==> src/rtl/core/rcots_pkg.sv <==
package rcots_pkg;

  // Widths of the payload fields and registers.
  localparam int unsigned TickW   = 25;
  localparam int unsigned WinW    = 24;
  localparam int unsigned TrimW   = 8;
  localparam int unsigned StepW   = 7;
  localparam int unsigned NbW     = 4;
  localparam int unsigned OvfW    = 16;
  localparam int unsigned LowCntW = 8;
  localparam int unsigned CfgIdxW = 2;

  // Register reset values.
  localparam logic [WinW-1:0]  WindowLowRst  = 24'd123750;
  localparam logic [WinW-1:0]  WindowHighRst = 24'd126250;
  localparam logic [TrimW-1:0] FactoryTrimRst = 8'd0;
  localparam logic [NbW-1:0]   NbChecksRst   = 4'd5;

  // Search constants.
  localparam logic [TrimW-1:0] TrimStart   = 8'd127;
  localparam logic [StepW-1:0] StepStart   = 7'd127;
  localparam logic [TrimW-1:0] NbClampLow  = 8'd2;
  localparam logic [TrimW-1:0] NbClampHigh = 8'd253;
  localparam logic [TrimW-1:0] NbHighStart = 8'd250;

  // Item action codes.
  localparam logic ActStart   = 1'b0;
  localparam logic ActMeasure = 1'b1;

  typedef enum logic [CfgIdxW-1:0] {
    CFG_WINDOW_LOW  = 2'd0,
    CFG_WINDOW_HIGH = 2'd1,
    CFG_FACTORY     = 2'd2,
    CFG_NB_CHECKS   = 2'd3
  } cfg_idx_t;

  typedef enum logic [1:0] {
    ST_MEASURE = 2'd0,
    ST_PASS    = 2'd1,
    ST_FAIL    = 2'd2,
    ST_IDLE    = 2'd3
  } status_t;

  typedef struct packed {
    logic               action;
    logic [OvfW-1:0]    overflow_count;
    logic [LowCntW-1:0] timer_count;
    logic               overflow_pending;
  } in_item_t;

  typedef struct packed {
    logic [TrimW-1:0] trim;
    logic [1:0]       status;
    logic [TickW-1:0] measured_ticks;
  } out_item_t;

  typedef struct packed {
    logic [WinW-1:0]  window_low;
    logic [WinW-1:0]  window_high;
    logic [TrimW-1:0] factory_trim;
    logic [NbW-1:0]   neighbour_checks;
  } cfg_regs_t;

endpackage

==> src/rtl/core/rcots_cfg.sv <==
module rcots_cfg
  import rcots_pkg::*;
(
  input  logic               clk,
  input  logic               rst_n,
  input  logic               wr_en,
  input  logic [CfgIdxW-1:0] wr_index,
  input  logic [31:0]        wr_data,
  output cfg_regs_t          regs
);

  cfg_regs_t regs_r;
  cfg_regs_t regs_nxt;

  // Decode the register index of a write beat.
  always_comb begin
    regs_nxt = regs_r;
    if (wr_en) begin
      unique case (cfg_idx_t'(wr_index))
        CFG_WINDOW_LOW:  regs_nxt.window_low       = wr_data[WinW-1:0];
        CFG_WINDOW_HIGH: regs_nxt.window_high      = wr_data[WinW-1:0];
        CFG_FACTORY:     regs_nxt.factory_trim     = wr_data[TrimW-1:0];
        CFG_NB_CHECKS:   regs_nxt.neighbour_checks = wr_data[NbW-1:0];
        default:         regs_nxt = regs_r;
      endcase
    end
  end

  always_ff @(posedge clk) begin
    if (!rst_n) begin
      regs_r.window_low       <= WindowLowRst;
      regs_r.window_high      <= WindowHighRst;
      regs_r.factory_trim     <= FactoryTrimRst;
      regs_r.neighbour_checks <= NbChecksRst;
    end else begin
      regs_r <= regs_nxt;
    end
  end

  assign regs = regs_r;

endmodule

==> src/rtl/core/rcots_engine.sv <==
module rcots_engine
  import rcots_pkg::*;
(
  input  logic      clk,
  input  logic      rst_n,
  input  logic      en,
  input  in_item_t  item,
  input  cfg_regs_t cfg,
  output out_item_t result
);

  logic             active_r, active_nxt;
  logic [TrimW-1:0] trim_r, trim_nxt;
  logic [StepW-1:0] step_r, step_nxt;
  logic [NbW-1:0]   nb_cnt_r, nb_cnt_nxt;
  logic [TickW-1:0] last_ticks_r, last_ticks_nxt;

  logic [TickW-1:0] ticks;
  logic [StepW-1:0] step_half;
  logic             below_low;
  logic             in_window;
  status_t          status;
  logic [TickW-1:0] ticks_out;

  // Tick count: overflows times 256 plus the low count, plus a pending overflow.
  assign ticks = {1'b0, item.overflow_count, 8'h00}
               + {{(TickW-LowCntW){1'b0}}, item.timer_count}
               + {{(TickW-9){1'b0}}, item.overflow_pending, 8'h00};

  assign step_half = step_r >> 1;
  assign below_low = ticks < {1'b0, cfg.window_low};
  assign in_window = !below_low && (ticks <= {1'b0, cfg.window_high});

  // One search step for the item at the head of the pipeline.
  always_comb begin
    active_nxt     = active_r;
    trim_nxt       = trim_r;
    step_nxt       = step_r;
    nb_cnt_nxt     = nb_cnt_r;
    last_ticks_nxt = last_ticks_r;
    status         = ST_MEASURE;
    ticks_out      = last_ticks_r;
    if (item.action == ActStart) begin
      active_nxt = 1'b1;
      step_nxt   = StepStart;
      trim_nxt   = TrimStart;
      nb_cnt_nxt = '0;
    end else if (!active_r) begin
      status = ST_IDLE;
    end else begin
      last_ticks_nxt = ticks;
      step_nxt       = step_half;
      ticks_out      = ticks;
      if (in_window) begin
        active_nxt = 1'b0;
        status     = ST_PASS;
      end else if (step_half != '0) begin
        if (below_low) begin
          trim_nxt = trim_r + {1'b0, step_half};
        end else begin
          trim_nxt = trim_r - {1'b0, step_half};
        end
      end else if (nb_cnt_r < cfg.neighbour_checks) begin
        // Neighbour scan starts two below (clamped near the ends of the trim range) and then walks upward.
        if (nb_cnt_r == '0) begin
          if (trim_r < NbClampLow) begin
            trim_nxt = '0;
          end else if (trim_r > NbClampHigh) begin
            trim_nxt = NbHighStart;
          end else begin
            trim_nxt = trim_r - NbClampLow;
          end
        end else begin
          trim_nxt = trim_r + 8'd1;
        end
        nb_cnt_nxt = nb_cnt_r + 4'd1;
      end else begin
        trim_nxt   = cfg.factory_trim;
        active_nxt = 1'b0;
        status     = ST_FAIL;
      end
    end
  end

  assign result.trim           = trim_nxt;
  assign result.status         = status;
  assign result.measured_ticks = ticks_out;

  always_ff @(posedge clk) begin
    if (!rst_n) begin
      active_r     <= 1'b0;
      trim_r       <= '0;
      step_r       <= '0;
      nb_cnt_r     <= '0;
      last_ticks_r <= '0;
    end else if (en) begin
      active_r     <= active_nxt;
      trim_r       <= trim_nxt;
      step_r       <= step_nxt;
      nb_cnt_r     <= nb_cnt_nxt;
      last_ticks_r <= last_ticks_nxt;
    end
  end

  // A start beat always leaves a fresh search behind it.
  a_start_init: assert property (@(posedge clk) disable iff (!rst_n)
    en && item.action == ActStart |=>
      active_r && step_r == StepStart && trim_r == TrimStart && nb_cnt_r == '0)
    else $error("search not initialized after start");

  // The neighbour scan only runs once the binary step is exhausted.
  a_nb_after_step: assert property (@(posedge clk) disable iff (!rst_n)
    nb_cnt_r != '0 |-> step_r == '0)
    else $error("neighbour scan with nonzero step");

  // A measurement while idle leaves the search state alone.
  a_idle_ignored: assert property (@(posedge clk) disable iff (!rst_n)
    en && !active_r && item.action == ActMeasure |=>
      $stable(trim_r) && $stable(last_ticks_r) && !active_r)
    else $error("idle measurement changed state");

  // The search only ends on an accepted beat.
  a_end_on_beat: assert property (@(posedge clk) disable iff (!rst_n)
    $fell(active_r) |-> $past(en))
    else $error("search ended without a beat");

endmodule

==> src/rtl/core/rc_oscillator_trim_search.sv <==
// Channel | Signals                          | Direction | Beat when
// in      | in_valid, in_stall, in_data      | input     | in_valid && !in_stall
// out     | out_valid, out_stall, out_data   | output    | out_valid && !out_stall
// cfg     | cfg_valid, cfg_ready, cfg_index, | input     | cfg_valid && cfg_ready
//         | cfg_data                         |           |
//
// An item is latched in an input register, then one search step is computed and the
// result lands in the output register. One item per cycle is sustained while the output
// does not stall, as the search engine updates its state once for each accepted item.
// Reset is synchronous and active low; it clears the search state and restores the
// register defaults. A stalled output holds its result and backs up into in_stall.
module rc_oscillator_trim_search
  import rcots_pkg::*;
(
  input  logic               clk,
  input  logic               rst_n,
  input  logic               in_valid,
  output logic               in_stall,
  input  in_item_t           in_data,
  output logic               out_valid,
  input  logic               out_stall,
  output out_item_t          out_data,
  input  logic               cfg_valid,
  output logic               cfg_ready,
  input  logic [CfgIdxW-1:0] cfg_index,
  input  logic [31:0]        cfg_data
);

  logic      in_vld_r;
  in_item_t  in_item_r;
  logic      out_vld_r;
  out_item_t out_item_r;
  logic      advance;
  logic      in_take;
  cfg_regs_t cfg_regs;
  out_item_t result;

  // The head item moves on when the output register is free or being drained.
  assign advance  = in_vld_r && (!out_vld_r || !out_stall);
  assign in_stall = in_vld_r && !advance;
  assign in_take  = in_valid && !in_stall;

  assign cfg_ready = 1'b1;

  rcots_cfg u_cfg (
    .clk      (clk),
    .rst_n    (rst_n),
    .wr_en    (cfg_valid && cfg_ready),
    .wr_index (cfg_index),
    .wr_data  (cfg_data),
    .regs     (cfg_regs)
  );

  rcots_engine u_engine (
    .clk    (clk),
    .rst_n  (rst_n),
    .en     (advance),
    .item   (in_item_r),
    .cfg    (cfg_regs),
    .result (result)
  );

  // Input register.
  always_ff @(posedge clk) begin
    if (!rst_n) begin
      in_vld_r <= 1'b0;
    end else if (in_take) begin
      in_vld_r <= 1'b1;
    end else if (advance) begin
      in_vld_r <= 1'b0;
    end
  end

  always_ff @(posedge clk) begin
    if (in_take) begin
      in_item_r <= in_data;
    end
  end

  // Output register.
  always_ff @(posedge clk) begin
    if (!rst_n) begin
      out_vld_r <= 1'b0;
    end else if (advance) begin
      out_vld_r <= 1'b1;
    end else if (!out_stall) begin
      out_vld_r <= 1'b0;
    end
  end

  always_ff @(posedge clk) begin
    if (advance) begin
      out_item_r <= result;
    end
  end

  assign out_valid = out_vld_r;
  assign out_data  = out_item_r;

endmodule
==> config.mk <==
export PLATFORM = sky130hd
export DESIGN_NAME = rc_oscillator_trim_search
export DESIGN_NICKNAME = d
export VERILOG_FILES = /design/src/rtl/core/rcots_pkg.sv /design/src/rtl/core/rcots_cfg.sv /design/src/rtl/core/rcots_engine.sv /design/src/rtl/core/rc_oscillator_trim_search.sv
export SDC_FILE = /design/constraint.sdc
export NUM_CORES = 1
export LEC_CHECK = 0
export BUFFER_PORTS_ARGS = -buffer_cell sky130_fd_sc_hd__clkbuf_2
export CORE_MARGIN = 8
export CORE_UTILIZATION = 59
export CTS_CLUSTER_SIZE = 24
export DETAILED_ROUTE_END_ITERATION = 16
export HOLD_SLACK_MARGIN = 0.06
export PLACE_DENSITY = 0.91
export SLEW_MARGIN = 20
export SYNTH_ARGS = -nofsm -noshare
export SYNTH_HDL_FRONTEND = slang
export SYNTH_HIERARCHICAL = 1
export SYNTH_SLANG_ARGS = --single-unit
export TNS_END_PERCENT = 1
==> constraint.sdc <==
create_clock -name clk -period 5.03 [get_ports clk]
set_input_delay 0.2515 -clock clk [delete_from_list [all_inputs] [get_ports clk]]
set_output_delay 0.2515 -clock clk [all_outputs]
set_load 0.01 [all_outputs]
# After elaboration in Yosys (flattened, before gate mapping)
# Index checks and enable logic that the tools add are counted.
[totals]
out_inout_bits = 38
word_cells = 89
regBits = 168
input_bits = 65
[op_classes]
magnitude_cmp = 5
n_eq_ne = 8
n_mux = 31
reduce_logical = 20
addsub = 7
[ops]
columns = ["operator", "count"]
rows = [
  ["$mux 8", 9],
  ["$mux 25", 2],
  ["$add 24x8->25", 1],
  ["$add 25x9->25", 1],
  ["$le 25x24->1", 1],
  ["$lt 25x24->1", 1],
  ["$mux 4", 5],
  ["$mux 7", 2],
  ["$reduce_and 2->1", 5],
  ["$mux 1", 9],
  ["$add 8x1->8 const B", 1],
  ["$add 8x6->8", 1],
  ["$gt 8x8->1 const B", 1],
  ["$lt 8x2->1 const B", 1],
  ["$mux 2", 4],
  ["$sub 8x2->8 const B", 1],
  ["$sub 8x6->8", 1],
  ["$reduce_bool 7->1", 1],
  ["$ne 2x1->1 const B", 3],
  ["$logic_not 1->1", 5],
  ["$reduce_and 5->1", 1],
  ["$add 4x1->4 const B", 1],
  ["$eq 2x2->1 const B", 2],
  ["$logic_and 1x1->1", 4],
  ["other kinds (7)", 8],
]

# Longest topological paths before layout
# Gate-level depths: netlist of the first run.
[depth]
ltp_word = 9
depth_mapped = 25

# Cells and area by module
# Netlist of the first run, hierarchy kept.
[by_module_without_submodules]
columns = ["module", "cells_each", "seq_area_each_um2", "area_each_um2", "instances"]
rows = [
  ["rcots_engine", 623, 880.8, 4628.2, 1],
  ["rcots_cfg", 239, 1201.2, 2397.3, 1],
  ["rc_oscillator_trim_search", 71, 1871.8, 1926.8, 1],
]

# Least setup slack after synthesis of the first run
# No wires, ideal clock.
[synth_timing]
path_kind = "reg2reg"
startpoint = "reg in_item_r[12] in the netlist's numbering"
endpoint = "reg out_item_r, in the netlist out_data[34], data pin"
path_buffers = 1
t_arrival_ns = 4.356
path_stages_with_launch = 22
setup_slack_ns = 0.419
setup_ns = 0.255
t_required_ns = 4.775
path_cell_list = "edfxtp_1 > and4_4 > nand4_4 > nor4_1 > xor2_1 > ha_1 > and3_1 > nand3_1 > nor4_1 > o21ai_1 > and3_1 > clkbuf_1 > o31ai_1 > xor2_1 > ha_1 > and2_1 > o21ai_0 > a31oi_1 > xor2_1 > or4_1 > o2111ai_1 > a21bo_2"
[synth_rtl]
columns = ["item", "line_no", "source"]
rows = [
  ["start, declared", "rc_oscillator_trim_search.sv:30", "in_item_t in_item_r;"],
  ["start signal, assigned", "rc_oscillator_trim_search.sv:76", "in_item_r <= in_data;"],
  ["end signal, assigned", "rc_oscillator_trim_search.sv:93", "out_item_r <= result;"],
  ["end, declared", "rc_oscillator_trim_search.sv:32", "out_item_t out_item_r;"],
]

==> flow_metrics.tcl, run 1 <==
set metrics [dict create \
    die_h_um 139 \
    p_per_area_nw_per_um2 313 \
    crit_path_start "in_item_r[15]" \
    place_ws_ns -0.131 \
    vias 8463 \
    grt_pass1_vias 8024 \
    synth_top_area_share 0.237 \
    p_total_w 0.00341 \
    max_cap_violations 0 \
    max_slew_margin 0.288 \
    ir_drop_uv 261 \
    cts_buffers 17 \
    routed_wl_mm 31.1 \
    violations "setup timing" \
    syn_nets 1067 \
    syn_avg_cell_area_um2 9.60 \
    overflow 0 \
    avgRoutedWirePerCell_um 24.5 \
    worstMarginPinSlew_ns 1.07 \
    synth.area.top_cells "dfxtp_1, edfxtp_1, ha_1, mux2i_1, nand2_1" \
    drive_gt1_frac 0.228 \
    max_clock_freq_mhz 185 \
    area_growth_pct 21.6 \
    clk_transition_reported_paths_ns 0.08 \
    worst_slack_ns -0.384 \
    synth_top_area_cell "dfxtp_1" \
    grt_setup_unrepaired "yes" \
    cts_sinks 167 \
    crit_fanout 6 \
    cts_tree "yes" \
    setup.worst_path.class "flop to flop" \
    synth_area_um2 8950 \
    io_pins 103 \
    dp_cells 1187 \
    hold_path_end "u_cfg/regs[48]" \
    core_area_um2 15000 \
    antenna_found_initial 1 \
    setup_tns_ns -0.719 \
    ys.flop_type "dfxtp_1" \
    end_kind "flop" \
    synth_cell_type_count 71 \
    die_x_um 139 \
    whs_path_depth 3 \
    min_path_type "input port to flop" \
    dp_hpwl_mm 16.2 \
    rrSetupSlack_ns -0.38 \
    numPortBuffers 93 \
    min_period_ns 5.41 \
    drtIter0Drc 1533 \
    synthArstFlopShare 0 \
    crit_arrival_ns 5.61 \
    clock-root-buffer "clkbuf_16" \
    rr_worst_depth 22 \
    vias_per_cell 6.68 \
    stdcell_count 1267 \
    r2r_start "in_item_r[15]" \
    hold_viol_final 0 \
    grtUsageTotal 0.274 \
    rows 45 \
    die_area_um2 19400 \
    first_pass_iters 9 \
    clock_latency_ns 0.46 \
    cts_buffer_depth 2 \
    syn_inst 933 \
    ant_nets 0 \
    fillers 903 \
    holdWs_ns 0.0635 \
    synth_edf_count 61 \
    ys_seq_elements 167 \
    ys_seq_area_frac 0.442 \
    setup_viol 4 \
    finClkSkew_ns 0.0280 \
    grt_max_degree 102 \
    synth_commonest_cells "nand2_1, dfxtp_1, inv_1" \
    hp-start "cfg_data[12]" \
    htreeDepth 4 \
    r2r_end "out_data[34]" \
    grt_pass1_wl_mm 41.9 \
    synth.most_common_cell "nand2_1" \
    slew_viol_final 0 \
    fin_nets 1200 \
    cp-start-kind "flop" \
    p_leak_nw 4.66 \
    start_util 0.596 \
    period_share 1.08 \
    gp_congestion 0.912 \
    num_antenna_cells 0 \
    drc 0 \
    yosysWarnings 6 \
    critPathRequiredTime_ns 5.22 \
    status "complete, but fails checks" \
]
[cell type report]
cell class / count / area [um2] / share of cell area
well taps: 188 / 235 / 0.0216
clock buffers: 18 / 439 / 0.0403
multi-input cells: 644 / 4820 / 0.442
clock inverters: 14 / 115 / 0.0106
flip-flops and latches: 167 / 3950 / 0.363
repair buffers: 160 / 1040 / 0.0958
inverters: 76 / 285 / 0.0262
[flip-flops by register name (all words and copies together), names as in the netlist]
signal and count:
in_item_r 26, in_vld_r 1, out_data 35, out_valid 1
u_cfg/regs 60, u_engine/active_r 1, u_engine/last_ticks_r 25, u_engine/nb_cnt_r 4
u_engine/step_r 6, u_engine/trim_r 8
[report_power, final]
group / switching [W] / leakage [nW] / internal [W]
registers: 0.0000594 / 1.45 / 0.00146
logic: 0.000359 / 2.94 / 0.000252
clock network: 0.000618 / 0.274 / 0.000659
[per-layer routing]
metal | global-route usage | up-vias | share of wire
met1 | 0.304 | 3844 | 0.35
met5 | 0 | - | 0
met3 | 0.0950 | 237 | 0.14
met2 | 0.426 | 849 | 0.45
li1 | - | 3533 | -
met4 | 0.211 | 0 | 0.072
[cells in the final DEF, fill, tap and decap left out, types with 4 or more instances in the layout]
| cell type | netlist | final |
|---|---|---|
| inv_8 | 0 | 4 |
| xor2_1 | 16 | 10 |
| a21oi_1 | 47 | 43 |
| nor3_1 | 9 | 7 |
| nand3_1 | 20 | 18 |
| o21ai_0 | 31 | 30 |
| nand2b_1 | 7 | 7 |
| clkinv_2 | 0 | 4 |
| mux2_2 | 14 | 14 |
| nand2_1 | 138 | 135 |
| nand4_1 | 11 | 11 |
| nor2_1 | 49 | 45 |
| nor2b_1 | 31 | 29 |
| a21o_1 | 5 | 5 |
| dlygate4sd3_1 | 0 | 30 |
| clkbuf_16 | 0 | 17 |
| a21oi_2 | 0 | 4 |
| o22ai_1 | 8 | 8 |
| ha_1 | 68 | 63 |
| buf_4 | 4 | 37 |
| o221a_2 | 7 | 7 |
| a211oi_1 | 15 | 15 |
| o211ai_1 | 14 | 14 |
| mux2i_1 | 66 | 66 |
| dfxtp_1 | 106 | 106 |
| xnor2_1 | 12 | 6 |
| xor2_2 | 0 | 6 |
| and3_1 | 8 | 5 |
| xnor2_2 | 0 | 6 |
| inv_1 | 75 | 72 |
| or3_1 | 4 | 4 |
| edfxtp_1 | 61 | 61 |
| ha_4 | 0 | 5 |
| and3_4 | 1 | 4 |
| clkbuf_2 | 0 | 92 |
[cells by family (layout without fill, tap and decap cells)]
logic type,count (synthesis),in the layout,synth area share
AO/OA/AOI/OAI,160,160,0.119
AND/OR/NAND/NOR,306,306,0.166
XOR/XNOR,28,28,0.0274
buffers and inverters,122,268,0.0574
multiplexers,80,80,0.0914
adder cells (fa/ha/maj),69,69,0.0973
other,1,1,0.000419
flip-flops,167,167,0.442
[through the flow]
step / utilization / instance area [um2]
after CTS: 0.698 / 10500
after global placement: 0.638 / 9590
final: 0.724 / 10900
after floorplan: - / 8950
after global routing: 0.724 / 10900
after detailed placement: 0.638 / 9590
[worst max-delay path: stages, from the launching register on]
cell and delay (ns):
edfxtp_1 0.62, and4_4 0.36, nand4_4 0.21, buf_4 0.22, nor3_4 0.23, xnor2_2 0.18
inv_2 0.10, ha_4 0.24, and3_4 0.19, nand3_1 0.08, o211ai_1 0.14, nor2b_1 0.20
and3_4 0.30, o31ai_2 0.10, xor2_1 0.15, ha_1 0.30, buf_4 0.13, o2111ai_2 0.13
a31oi_1 0.24, xor2_1 0.12, or4_1 0.52, o2111ai_2 0.12, a21bo_2 0.24
[how the worst max path moves through the flow]
stage	end	slack, ns
after CTS	out_data[34]	0.006
after detailed placement	out_data[34]	-0.13
final	out_data[34]	-0.38
after global routing	out_data[34]	-0.46
after global placement	out_data[34]	0.13
after floorplan	out_data[34]	0.42
[repair_timing]
action                                  in CTS  in global routing
hold buffers                                30                  0
endpoints found under the setup margin       2                  7
buffers inserted                             2                 16
endpoints found under the hold margin       30                  0
pin swaps                                    1                 17
gates resized for setup                      9                 50
No activity file was read; power rests on OpenSTA's default activity.
==> run 2: changes to the inputs <==
--- a/config.mk
+++ b/config.mk
@@ -11,6 +11,8 @@
 export CTS_CLUSTER_SIZE = 24
 export DETAILED_ROUTE_END_ITERATION = 16
+export GPL_ROUTABILITY_DRIVEN = 0
 export HOLD_SLACK_MARGIN = 0.06
 export PLACE_DENSITY = 0.91
+export REMOVE_ABC_BUFFERS = 1
 export SLEW_MARGIN = 20
 export SYNTH_ARGS = -nofsm -noshare
==> constraint.sdc (replaced) <==
create_clock -name clk -period 5.03 [get_ports clk]
set_input_delay 0 -clock clk [delete_from_list [all_inputs] [get_ports clk]]
set_output_delay 0 -clock clk [all_outputs]
set_load 0.01 [all_outputs]
==> run 2 against run 1 <==
Compared with the run above: die area unchanged; critical endpoint unchanged; via count up 0.14%; sequential power is essentially flat; the flow still finishes with violations (setup timing).
==> flow_metrics.tcl, run 2 (synthesized netlist as in run 1, its figures left out) <==
set metrics [dict create \
    dp_cells 1181 \
    htreeDepth 4 \
    first_pass_iters 6 \
    min_path_type "input port to flop" \
    r2r_start "in_item_r[12]" \
    rows 45 \
    status "complete, but fails checks" \
    p_total_w 0.00352 \
    rrSetupSlack_ns -0.22 \
    place_ws_ns 0.0543 \
    slowest_stage "edfxtp_1" \
    min_period_ns 5.25 \
    cp-start-kind "flop" \
    layout_commonest_cell "nand2_1" \
    final_area_um2 11000 \
    grt_max_degree 55 \
    cts_buffer_depth 2 \
    max_slew_margin 0.293 \
    placed_cell_area_um2 9540 \
    rr_worst_depth 21 \
    p_int_w 0.00254 \
    cts_tree "yes" \
    num_antenna_cells 0 \
    drc 0 \
    final_cell_mix "nand2_1, dfxtp_1, clkbuf_2" \
    grtUsageTotal 0.268 \
    hp-start "rst_n" \
    dp_hpwl_mm 15.3 \
    die_area_um2 19400 \
    end_kind "flop" \
    max_cap_violations 0 \
    routed_wl_mm 30.1 \
    start_util 0.596 \
    finClkSkew_ns 0.0201 \
    hold_path_end "u_cfg/regs[31]" \
    pwr-share-comb 0.162 \
    r2r_end "out_data[34]" \
    drive_gt1_frac 0.193 \
    largest_reg_flops 60 \
    die_x_um 139 \
    numPortBuffers 93 \
    ir_drop_uv 302 \
    cts_sinks 167 \
    vias_per_cell 6.62 \
    clk_transition_reported_paths_ns 0.07 \
    drtIter0Drc 1335 \
    clock_latency_ns 0.45 \
    area_growth_pct 23.1 \
    cts_buffers 17 \
    avgRoutedWirePerCell_um 23.5 \
    worstMarginPinSlew_ns 1.06 \
    clockPowerShare 0.407 \
    p_leak_nw 4.72 \
    setup_viol 3 \
    crit_fanout 6 \
    p_per_area_nw_per_um2 319 \
    die_h_um 139 \
    max_clock_freq_mhz 190 \
    grt_pass1_wl_mm 41.6 \
    io_pins 103 \
    whs_path_depth 3 \
    ant_nets 0 \
    holdWs_ns 0.238 \
    hold_viol_final 0 \
    period_share 1.04 \
    critPathRequiredTime_ns 5.22 \
    switchingPower_w 0.000976 \
    p_seq_frac 0.431 \
    slew_viol_final 0 \
    crit_family "simple AND/OR/NAND/NOR gates" \
    overflow 0 \
    worst_slack_ns -0.220 \
    grt_pass1_vias 8038 \
    stdcell_count 1281 \
    antenna_found_initial 0 \
    worst-path-buf-inv 1 \
    setup.worst_path.class "flop to flop" \
    critPathMaxStageDelay_ns 0.48 \
    fin_nets 1215 \
    crit_chain "and4_4, nand4_4, nor3_2, xnor2_1, inv_1, ha_1, and3_1, nand3_1, nor4_2, o21ai_1, and3_4, nor2_1, a21oi_2, ha_1, nor2b_1, o2111ai_1, a31oi_1, xor2_1, or4_1, o2111ai_1, a21bo_2" \
    core_area_um2 15000 \
    power.share.switching 0.277 \
    clock-root-buffer "clkbuf_16" \
    crit_arrival_ns 5.44 \
    vias 8475 \
    fillers 848 \
    violations "setup timing" \
]
run 2: cell type report:
cell class | count | area (um2) | area share
Clock buffer | 19 | 475 | 0.0431
Multi-Input combinational cell | 644 | 4690 | 0.425
Timing Repair Buffer | 175 | 1220 | 0.111
Clock inverter | 12 | 161 | 0.0146
Tap cell | 188 | 235 | 0.0213
Sequential cell | 167 | 3950 | 0.359
Inverter | 76 | 285 | 0.0259
run 2: worst register-to-register path, stage by stage (launching register included):
cell and delay (ns):
edfxtp_1 0.48, and4_4 0.30, nand4_4 0.21, nor3_2 0.23, xnor2_1 0.23, inv_1 0.14
ha_1 0.32, and3_1 0.21, nand3_1 0.18, nor4_2 0.34, o21ai_1 0.15, and3_4 0.24
nor2_1 0.14, a21oi_2 0.07, ha_1 0.27, nor2b_1 0.14, o2111ai_1 0.25, a31oi_1 0.14
xor2_1 0.17, or4_1 0.41, o2111ai_1 0.14, a21bo_2 0.24
run 2: metrics by stage:
step | TNS (ns) | util
2_1_floorplan | -25.38 | -
3_3_place_gp | 0 | 0.635
3_5_place_dp | 0 | 0.635
4_1_cts | 0 | 0.715
5_1_grt | -1.26 | 0.733
6_report | -0.341 | 0.733
run 2: worst max path at each step:
stage | slack [ns] | start | endpoint | cells after the start
2_1_floorplan | -1.16 | in_vld_r | u_engine/last_ticks_r[24] | 4
3_3_place_gp | 0.24 | in_item_r[12] | out_data[34] | 21
3_5_place_dp | 0.05 | in_item_r[0] | out_data[34] | 22
4_1_cts | 0.006 | in_item_r[12] | out_data[34] | 21
5_1_grt | -0.37 | in_item_r[9] | out_data[34] | 22
6_report | -0.22 | in_item_r[12] | out_data[34] | 21
run 2: what timing repair did:
item                                   in CTS  in global routing
setup endpoints to repair                   1                  7
hold buffers                               56                  0
setup buffers                               0                 13
resized for setup                           3                 30
endpoints found under the hold margin      88                  0
pin swaps                                   0                  8
run 2: layer usage:
| layer | GRT usage | part of all wire | wire length, um |
|---|---|---|---|
| met5 | 0 | 0 | 0 |
| met4 | 0.150 | 0.072 | 2170 |
| met3 | 0.0747 | 0.11 | 3310 |
| met2 | 0.467 | 0.47 | 14300 |
| met1 | 0.289 | 0.34 | 10300 |
run 2: power groups by stage:
stage          logic (W)  clock network [W]  registers, W
4_1_cts         0.000506            0.00141       0.00150
5_1_grt         0.000607            0.00148       0.00152
3_3_place_gp    0.000448                  0       0.00153
2_1_floorplan   0.000308                  0       0.00153
6_report        0.000572            0.00143       0.00152
3_5_place_dp    0.000463                  0       0.00153
==> run 3: changes to the inputs <==
Settings changed: PLACE_DENSITY 0.91 to not set, PLACE_DENSITY_LB_ADDON set to 0.2, SKIP_CTS_REPAIR_TIMING set to 1.
==> run 3 against run 2 <==
Compared with the run above: the flow now finishes without violations; critical endpoint unchanged; setup slack better by 0.39 ns; cell area down 1.2%; largest cell class unchanged; core utilization decreased by 0.91 points; critical path depth decreased by 1; cell count is 0.31% lower; clock power shrank 6%; hold slack worse by 0.19 ns; count of clock-buffer cells in the layout rose by 3.
==> flow_metrics.tcl, run 3 (synthesized netlist as in run 1, its figures left out) <==
set metrics [dict create \
    crit_fanout 6 \
    numPortBuffers 93 \
    clock-root-buffer "clkbuf_16" \
    final_cell_mix "nand2_1, dfxtp_1, clkbuf_2" \
    largest_reg_flops 60 \
    hold_viol_final 0 \
    drc 0 \
    setup_tns_ns 0 \
    p_total_w 0.00339 \
    die_x_um 139 \
    vias_per_cell 5.74 \
    max_cap_violations 0 \
    cts_buffer_depth 2 \
    area_growth_pct 21.6 \
    cts_sinks 167 \
    io_pins 103 \
    min_period_ns 4.86 \
    start_util 0.596 \
    grt_pass1_wl_mm 35.0 \
    min_path_type "input port to flop" \
    htreeDepth 4 \
    overflow 0 \
    ant_nets 0 \
    ir_drop_uv 245 \
    finClkSkew_ns 0.0101 \
    cp-start-kind "flop" \
    die_h_um 139 \
    status "finished clean" \
    vias 7334 \
    fin_nets 1209 \
    slew_viol_final 0 \
    routed_wl_mm 22.8 \
    p_per_area_nw_per_um2 312 \
    setup.worst_path.class "flop to flop" \
    die_area_um2 19400 \
    setup_viol 0 \
    layout_commonest_cell "nand2_1" \
    worstMarginPinSlew_ns 0.988 \
    max_clock_freq_mhz 206 \
    max_slew_margin 0.341 \
    p_leak_nw 4.68 \
    antenna_found_initial 1 \
    grt_pass1_vias 7007 \
    grtUsageTotal 0.226 \
    clk_transition_reported_paths_ns 0.07 \
    end_kind "flop" \
    drive_gt1_frac 0.188 \
    crit_arrival_ns 5.05 \
    avgRoutedWirePerCell_um 17.8 \
    period_share 0.967 \
    drtIter0Drc 633 \
    rows 45 \
    cts_tree "yes" \
    first_pass_iters 6 \
    grt_max_degree 102 \
    dp_hpwl_mm 15.4 \
    core_area_um2 15000 \
    critPathRequiredTime_ns 5.22 \
    clock_latency_ns 0.44 \
    cts_buffers 17 \
]
run 3: changes by cell type in the layout (fill, tap and decap cells not counted), sizes merged:
cell | before | now
clkbuf | 111 | 114
buf | 27 | 23
diode | 0 | 1
clkinvlp | 0 | 3
dlygate4sd3 | 56 | 54
clkinv | 6 | 2
inv | 79 | 78
run 3: worst max-delay path, cell delays in order, from the launching register on:
cell	delay, ns
edfxtp_1	0.41
and4_4	0.27
nand4_4	0.20
nor3_2	0.27
xnor2_1	0.20
ha_1	0.32
a21o_1	0.17
a21oi_1	0.17
o211ai_1	0.12
nor2b_1	0.21
and3_4	0.26
nand2_1	0.07
xor2_1	0.14
ha_1	0.35
or2_2	0.30
a21oi_2	0.15
a31oi_1	0.06
xor2_1	0.16
or4_1	0.40
o2111ai_1	0.13
a21bo_2	0.24
run 3: metal layers:
layer / part of all wire / wire (um) / global-route usage
met1: 0.45 / 10300 / 0.287
met2: 0.46 / 10500 / 0.361
met3: 0.061 / 1380 / 0.0613
met4: 0.022 / 501 / 0.0849
met5: 0 / 0 / 0
run 3: report_power, final:
group          internal (W)  switching, W
Sequential          0.00146     0.0000468
Clock              0.000811      0.000543
Combinational      0.000230      0.000302
run 3: final cells by class:
| type | instances | area, um2 |
|---|---|---|
| multi-input combinational | 644 | 4630 |
| fill | 1106 | 4150 |
| sequential | 167 | 3950 |
| timing repair buffer | 169 | 1170 |
| clock buffer | 22 | 464 |
| inverter | 76 | 285 |
| tap | 188 | 235 |
| clock inverter | 10 | 144 |
| antenna | 1 | 2.50 |
run 3: final timing paths:
path / startpoint / to / slack (ns) / cells past startpoint
hold / removal: cfg_index[1] / u_cfg/regs[0] / 0.05 / 3
hold reg to reg: u_engine/last_ticks_r[4] / u_engine/last_ticks_r[4] / 0.46 / 2
setup / recovery: in_item_r[12] / out_data[34] / 0.17 / 20
setup reg to reg: in_item_r[12] / out_data[34] / 0.17 / 20
run 3: stage by stage:
stage	std cells	setup WS, ns	util	hold WS [ns]	instance area (um2)
6_report	1277	0.168	0.724	0.0458	10900
5_1_grt	1277	-0.0368	0.724	0.0613	10900
4_1_cts	1215	-0.0261	0.676	-0.277	10200
3_5_place_dp	1183	0.0511	0.636	0.179	9560
3_3_place_gp	1183	0.193	0.636	0.176	9560
2_1_floorplan	887	-1.16	-	0.0762	8720
